--- config.mk ---
export PLATFORM = sky130hd
export DESIGN_NAME = h2r_ramp
export DESIGN_NICKNAME = d
export VERILOG_FILES = /design/src/rtl/h2r_pkg.sv /design/src/rtl/h2r_ramp.sv
export SDC_FILE = /design/constraint.sdc
export NUM_CORES = 2
export LEC_CHECK = 0
export BUFFER_PORTS_ARGS = -buffer_cell sky130_fd_sc_hd__clkbuf_2
export CAP_MARGIN = 20
export CORE_MARGIN = 5
export CORE_UTILIZATION = 30
export CTS_BUF_LIST = sky130_fd_sc_hd__clkbuf_8
export DETAILED_ROUTE_END_ITERATION = 6
export PLACE_DENSITY = 0.43
export SYNTH_ARGS = -nofsm -noshare
export SYNTH_HDL_FRONTEND = slang
export SYNTH_SLANG_ARGS = --single-unit
export TNS_END_PERCENT = 10
--- constraint.sdc ---
create_clock -name aclk -period 6.9 [get_ports aclk]
set_input_delay 0.69 -clock aclk [delete_from_list [all_inputs] [get_ports aclk]]
set_output_delay 0.69 -clock aclk [all_outputs]
set_load 0.03 [all_outputs]
--- src/rtl/h2r_pkg.sv ---
// Shared constants, types and helpers of the HSLA to RGBA converter.
// No dependencies; imported by h2r_ramp and hsla_to_rgba_converter.
package h2r_pkg;

    // level formats
    localparam int LEVEL_W = 16;              // clamped Q.15 level, 0..32768
    localparam int RAW_W   = 17;              // signed Q.15 input field
    localparam int HUE_W   = 16;              // Q0.16 fraction of a turn
    localparam int Q30_W   = 31;              // hi, lo and their difference
    localparam int UNIT_W  = 17;              // ramp position, 0..65536
    localparam int PROD_W  = Q30_W + UNIT_W;  // difference times position
    localparam int RAMP_W  = 47;              // ramp value in Q.46, 0..2^46
    localparam int CHAN_W  = 8;

    localparam logic [LEVEL_W-1:0] Q15_ONE   = 16'h8000;
    localparam logic [LEVEL_W-1:0] Q15_HALF  = 16'h4000;
    localparam logic [HUE_W-1:0]   HUE_THIRD = 16'd21845;
    localparam logic [RAMP_W-1:0]  RAMP_ONE  = 47'(1) << 46;

    // hue ramp segment codes
    localparam logic [1:0] SEG_RISE = 2'd0;
    localparam logic [1:0] SEG_HIGH = 2'd1;
    localparam logic [1:0] SEG_FALL = 2'd2;
    localparam logic [1:0] SEG_LOW  = 2'd3;

    typedef struct packed {
        logic [1:0]        seg;
        logic [UNIT_W-1:0] unit;
    } h2r_seg_t;

    // register load strobes of the per-channel ramp stages
    typedef struct packed {
        logic prod;
        logic level;
        logic scale;
    } h2r_load_t;

    // negative reads as zero, anything above one reads as one
    function automatic logic [LEVEL_W-1:0] clamp_level(input logic [RAW_W-1:0] raw);
        logic [LEVEL_W-1:0] res;
        if (raw[RAW_W-1]) begin
            res = '0;
        end else if (raw[LEVEL_W-1:0] > Q15_ONE) begin
            res = Q15_ONE;
        end else begin
            res = raw[LEVEL_W-1:0];
        end
        return res;
    endfunction

    // place a channel hue on the piecewise ramp, t = 6 * hue
    function automatic h2r_seg_t hue_segment(input logic [HUE_W-1:0] hc);
        logic [18:0] t;
        logic [18:0] back;
        h2r_seg_t    res;
        t    = ({3'b0, hc} << 2) + ({3'b0, hc} << 1);
        back = 19'd262144 - t;
        res  = '{seg: SEG_LOW, unit: '0};
        if (t < 19'd65536) begin
            res.seg  = SEG_RISE;
            res.unit = t[UNIT_W-1:0];
        end else if (t < 19'd196608) begin
            res.seg = SEG_HIGH;
        end else if (t < 19'd262144) begin
            res.seg  = SEG_FALL;
            res.unit = back[UNIT_W-1:0];
        end
        return res;
    endfunction

endpackage

--- src/rtl/h2r_ramp.sv ---
// One color channel of the converter: ramp product, level select and 255 scale.
// Depends on h2r_pkg; instantiated three times by hsla_to_rgba_converter.
module h2r_ramp import h2r_pkg::*; (
    input  logic              aclk,
    input  h2r_load_t         load,
    input  h2r_seg_t          seg_in,
    input  logic [Q30_W-1:0]  lo_in,
    input  logic [Q30_W-1:0]  hi_in,
    input  logic [Q30_W-1:0]  diff_in,
    output logic [CHAN_W-1:0] chan
);

    logic [PROD_W-1:0] prod_reg;
    logic [1:0]        seg_reg;
    logic [Q30_W-1:0]  lo_reg;
    logic [Q30_W-1:0]  hi_reg;
    logic [RAMP_W-1:0] level_reg;
    logic [RAMP_W-1:0] level_next;
    logic [CHAN_W-1:0] chan_reg;
    logic [PROD_W-1:0] sum;
    logic [RAMP_W+7:0] scaled;

    // product stage: level difference times ramp position
    always_ff @(posedge aclk) begin
        if (load.prod) begin
            prod_reg <= PROD_W'(diff_in) * PROD_W'(seg_in.unit);
            seg_reg  <= seg_in.seg;
            lo_reg   <= lo_in;
            hi_reg   <= hi_in;
        end
    end

    // level select per segment, limited to one
    always_comb begin
        sum = {1'b0, lo_reg, 16'h0} + prod_reg;
        unique case (seg_reg)
            SEG_RISE, SEG_FALL: level_next = sum[RAMP_W-1:0];
            SEG_HIGH:           level_next = {hi_reg, 16'h0};
            default:            level_next = {lo_reg, 16'h0};
        endcase
        if (sum[PROD_W-1] && (seg_reg == SEG_RISE || seg_reg == SEG_FALL)) begin
            level_next = RAMP_ONE;
        end else if (level_next > RAMP_ONE) begin
            level_next = RAMP_ONE;
        end
    end

    always_ff @(posedge aclk) begin
        if (load.level) begin
            level_reg <= level_next;
        end
    end

    // scale by 255 as 256x minus x, keep the integer part
    assign scaled = {level_reg, 8'h0} - {8'h0, level_reg};

    always_ff @(posedge aclk) begin
        if (load.scale) begin
            chan_reg <= scaled[RAMP_W+6:RAMP_W-1];
        end
    end

    assign chan = chan_reg;

endmodule

# After elaboration in Yosys (flattened, before gate mapping)
# Index checks and enable logic that the tools add are counted.
# Widths: inputs -> output; s select.
# word_totals
regBits	167
out_inout_bits	8
word_cells	18
# op_classes
n_addsub	2
n_mul	1
n_lt_le_gt_ge	1
eq_ne	2
mux	1
reduce_logical	5
# ops
op	count
$pmux 47 s2	1
$sub 54x47->54	1
$add 47x48->48	1
$mul 31x17->48	1
$gt 47x47->1 const B	1
$reduce_or 2->1	2
$eq 2x1->1 const B	1
$eq 2x2->1 const B	1
$logic_not 2->1	1
$logic_and 1x1->1	1
$logic_or 1x1->1	1

# Longest topological paths before layout
# logic_depth
ltp_word	5
mapped_depth	25

# Worst setup path before layout
# No wires, ideal clock.
# synth_path
path_type	in2reg
startpoint	in diff_in[10]
endpoint	reg prod_reg[45] (data pin)
setup_ns	0.279
arrival_ns	6.767
required_time_ns	6.621
slack_ns	-0.146
stages	24
n_path_buf	1
cell_sequence	clkbuf_1 > nand2_1 > fa_1 > fa_1 > inv_1 > fa_1 > inv_1 > fa_1 > inv_1 > fa_1 > inv_1 > fa_1 > inv_1 > ha_1 > nand3_1 > or2_2 > or3b_2 > a21boi_0 > a211o_1 > a21oi_1 > a211o_1 > o21a_1 > o2111ai_1 > o311ai_0
# synth_via
elab_chain_cells	1
# synth_rtl
item	line_no	text
start: declaration	h2r_ramp.sv:9	input logic [Q30_W-1:0] diff_in,
$mul 31x17->48	h2r_ramp.sv:26	prod_reg <= PROD_W'(diff_in) * PROD_W'(seg_in.unit);
end signal: assignment	h2r_ramp.sv:26	
end: declaration	h2r_ramp.sv:13	logic [PROD_W-1:0] prod_reg;
# Every way passes these cells.
# A chain may end at the register's enable or synchronous reset.

# Worst setup path in the final report
# layout_path
startpoint	in seg_in[5] in the netlist's numbering
endpoint	reg prod_reg[47] (data pin)
# layout_via
elab_chain_cells	1
# layout_rtl
item	line_no	text
start: declaration	h2r_ramp.sv:6	input h2r_seg_t seg_in,
$mul 31x17->48	h2r_ramp.sv:26	
# Every way passes these cells.

==> metrics.txt <==
Layout area overhead=12.9%; DRT Pass-1 Iters=5; Tmin final=roughly 6600 ps; DRC Markers=0; number of flops mapped to enable cells by yosys=167; die width=306 um; DRT antenna net count=0; layout cells sized above 1=11.9%; final slew viol count=0; r2r startpoint=lo_reg[0]; Cell variety after synth=between 70 and 80; Critical Path End=prod_reg[47]; wire per inst=approximately 18 um; worst skew pair latency=490 ps; TritonCTS Sinks=roughly 170; Rows=between 100 and 150; Setup Crit Path Kind=in -> reg; met3 usage=1.79%; Max stage delay on crit path=between 500 and 600 ps; die height=306 um; Cell Area, Synth=~26000 um2; Core Region=slightly below 90000 um2; Crit-path slowest cell=fa_1; Slew HR=21.6%; leading cell types by total area after synthesis=fa_1 (33%), edfxtp_1 (19%), ha_1 (9.1%); CP required=a little over 7000 ps; worst setup path start=seg_in[5]; GR Util met1=between 20% and 30%; count leader, synth=inv_1; Reg clk slew, reported paths=approximately 100 ps; Initial Utilization=30.3%; RD Place Congestion=between 0.8 and 0.9; Num CTS Buffers=17; Clock Skew=around 21 ps; via count=19700; largest net degree at the start of global routing=a little over 60; met2 Usage GRT=27.8%; htree depth=4; first-pass GRT wire length=123000 um; unrepaired setup endpoints after global routing=no; Initial DRC Count=between 800 and 900; Synth Net Count=about 3600; gr ovfl total=0; # port buffers=between 100 and 150; R2R cell count=13; Yosys top cell area share=about a third; FF+latch count, synth=~170; IO Pins=approximately 120; # hold bufs at CTS=0; number of global-route vias before repair=about 22000; WP data arrival=roughly 6800 ps; Largest register FFs=48; root buf cell=clkbuf_8; final hold violations=0; Synth Instances=2834; outcome=complete, no violations; Yosys warnings=0; final WL=around 76000 um; Die Area=93800 um2; ys async rst share=0%; max-cap violation count=0; crit path launch type=input port; final hold slack=between 300 and 400 ps; initial antenna violation count=3; reg-to-reg endpoint=level_reg[23]; most area-hungry cell type in the Yosys netlist=fa_1; maximum clock insertion buffer count=2; Synth top cells by count=inv_1 (538), fa_1 (435), nand2_1 (423), and2_1 (203), ha_1 (192); FF-to-FF setup slack=1760 ps; Max Freq=around 0.15 GHz; CTS tree=yes; HPWL after DPL=between 60000 and 70000 um; Global Route Usage Sum=around 16%; top_reg_cell synth=edfxtp_1; Avg Inst Size Synth=between 9 and 10 um2; vias per inst=approximately 4.7; Worst setup EP type=flop; worst hold-check path type=in -> reg; CP max FO=3; postcts setup bufs=0; measured slew at the worst slew-check pin=1150 ps; post-synthesis sequential area ratio=19.0%; GR peak layer=met2; Tcrit/Tclk final=95.8%; Layout Nets=between 3000 and 4000; # setup viols final=0
-- layout by cell type (no fill, tap or decap), types with 16 or more instances in the layout --
master | netlist | layout
nand3_1 | 20 | 20
o21ai_0 | 81 | 79
mux2i_1 | 26 | 26
ha_1 | 192 | 192
clkbuf_8 | 0 | 17
nor2_1 | 108 | 108
nor2b_1 | 24 | 24
xnor2_1 | 43 | 43
o21a_1 | 16 | 16
clkbuf_2 | 0 | 122
nand2_1 | 423 | 423
edfxtp_1 | 167 | 167
and2_1 | 203 | 203
a21o_1 | 59 | 59
inv_1 | 538 | 538
a21oi_1 | 110 | 109
buf_4 | 2 | 173
fa_1 | 435 | 434
nand4_1 | 22 | 22
xor2_1 | 20 | 20
nor3_1 | 32 | 31
-- critical path: cells and delay by family --
family	cells	cell delay [ps]
buffers and inverters	8	600
adders and majority gates	7	3280
AOI/OAI and AO/OA	6	1110
xor gates and xnor gates	1	130
and+or+nand+nor	4	1020
-- per-layer routing --
layer | vias up | routed length [um]
met4 | 2 | 1500
met5 | - | 13
met2 | 365 | 36200
li1 | 9368 | -
met3 | 82 | 2540
met1 | 9902 | 35800
-- kinds of logic (layout without fill, tap and decap cells) --
group | count (synthesis) | after routing | synth area share [%]
and+or+nand+nor | 894 | 894 | 16.1
buffers and inverters | 664 | 871 | 9.53
adders and majority gates | 627 | 627 | 42.2
AOI/OAI and AO/OA | 385 | 385 | 9.70
DFF | 167 | 167 | 19.0
xor gates and xnor gates | 63 | 63 | 2.09
muxes | 34 | 34 | 1.33
other | 0 | 1 | 0
-- how the worst min path moves through the flow --
stage | from | slack [ps] | end | depth (start not counted)
detailed placement | prod_reg[10] | 570 | level_reg[10] | 2
global placement | level_reg[42] | 560 | chan[4] | 1
global route | lo_in[18] | 330 | lo_reg[18] | 1
finish | lo_in[7] | 370 | lo_reg[7] | 1
CTS | lo_in[28] | 330 | lo_reg[28] | 1
floorplan | level_reg[42] | 520 | chan[4] | 1
-- per-stage QoR --
| stage | cell area (um2) | utilization, % | worst slack, ps | cells | setup TNS, ps |
|---|---|---|---|---|---|
| 3_5_place_dp | 29300 | 33.7 | -388 | 4163 | -3070 |
| 3_3_place_gp | 29300 | 33.7 | -350 | 4163 | -2580 |
| 6_report | 29700 | 34.2 | 287 | 4197 | 0 |
| 2_1_floorplan | 26300 | - | 13.3 | 2834 | 0 |
| 4_1_cts | 29700 | 34.1 | 141 | 4195 | 0 |
| 5_1_grt | 29700 | 34.2 | 0.112 | 4197 | 0 |
-- cell type report --
cell class                 instances  area, um2
fill                            9172      57300
multi-input combinational       2003      18900
sequential                       167       5010
timing repair buffer             301       2030
inverter                         538       2020
tap                             1155       1450
clock buffer                      17        234
clock inverter                    15        124
antenna                            1       2.50
-- repair_timing --
item | in CTS | in global routing
endpoints found under the setup margin | 0 | 7
endpoints found under the hold margin | 0 | 0
gates resized for setup | 0 | 9
Power is left out: the tool's default activity adds up to more than one toggle a clock period on the data nets, which glitch-free logic cannot reach.
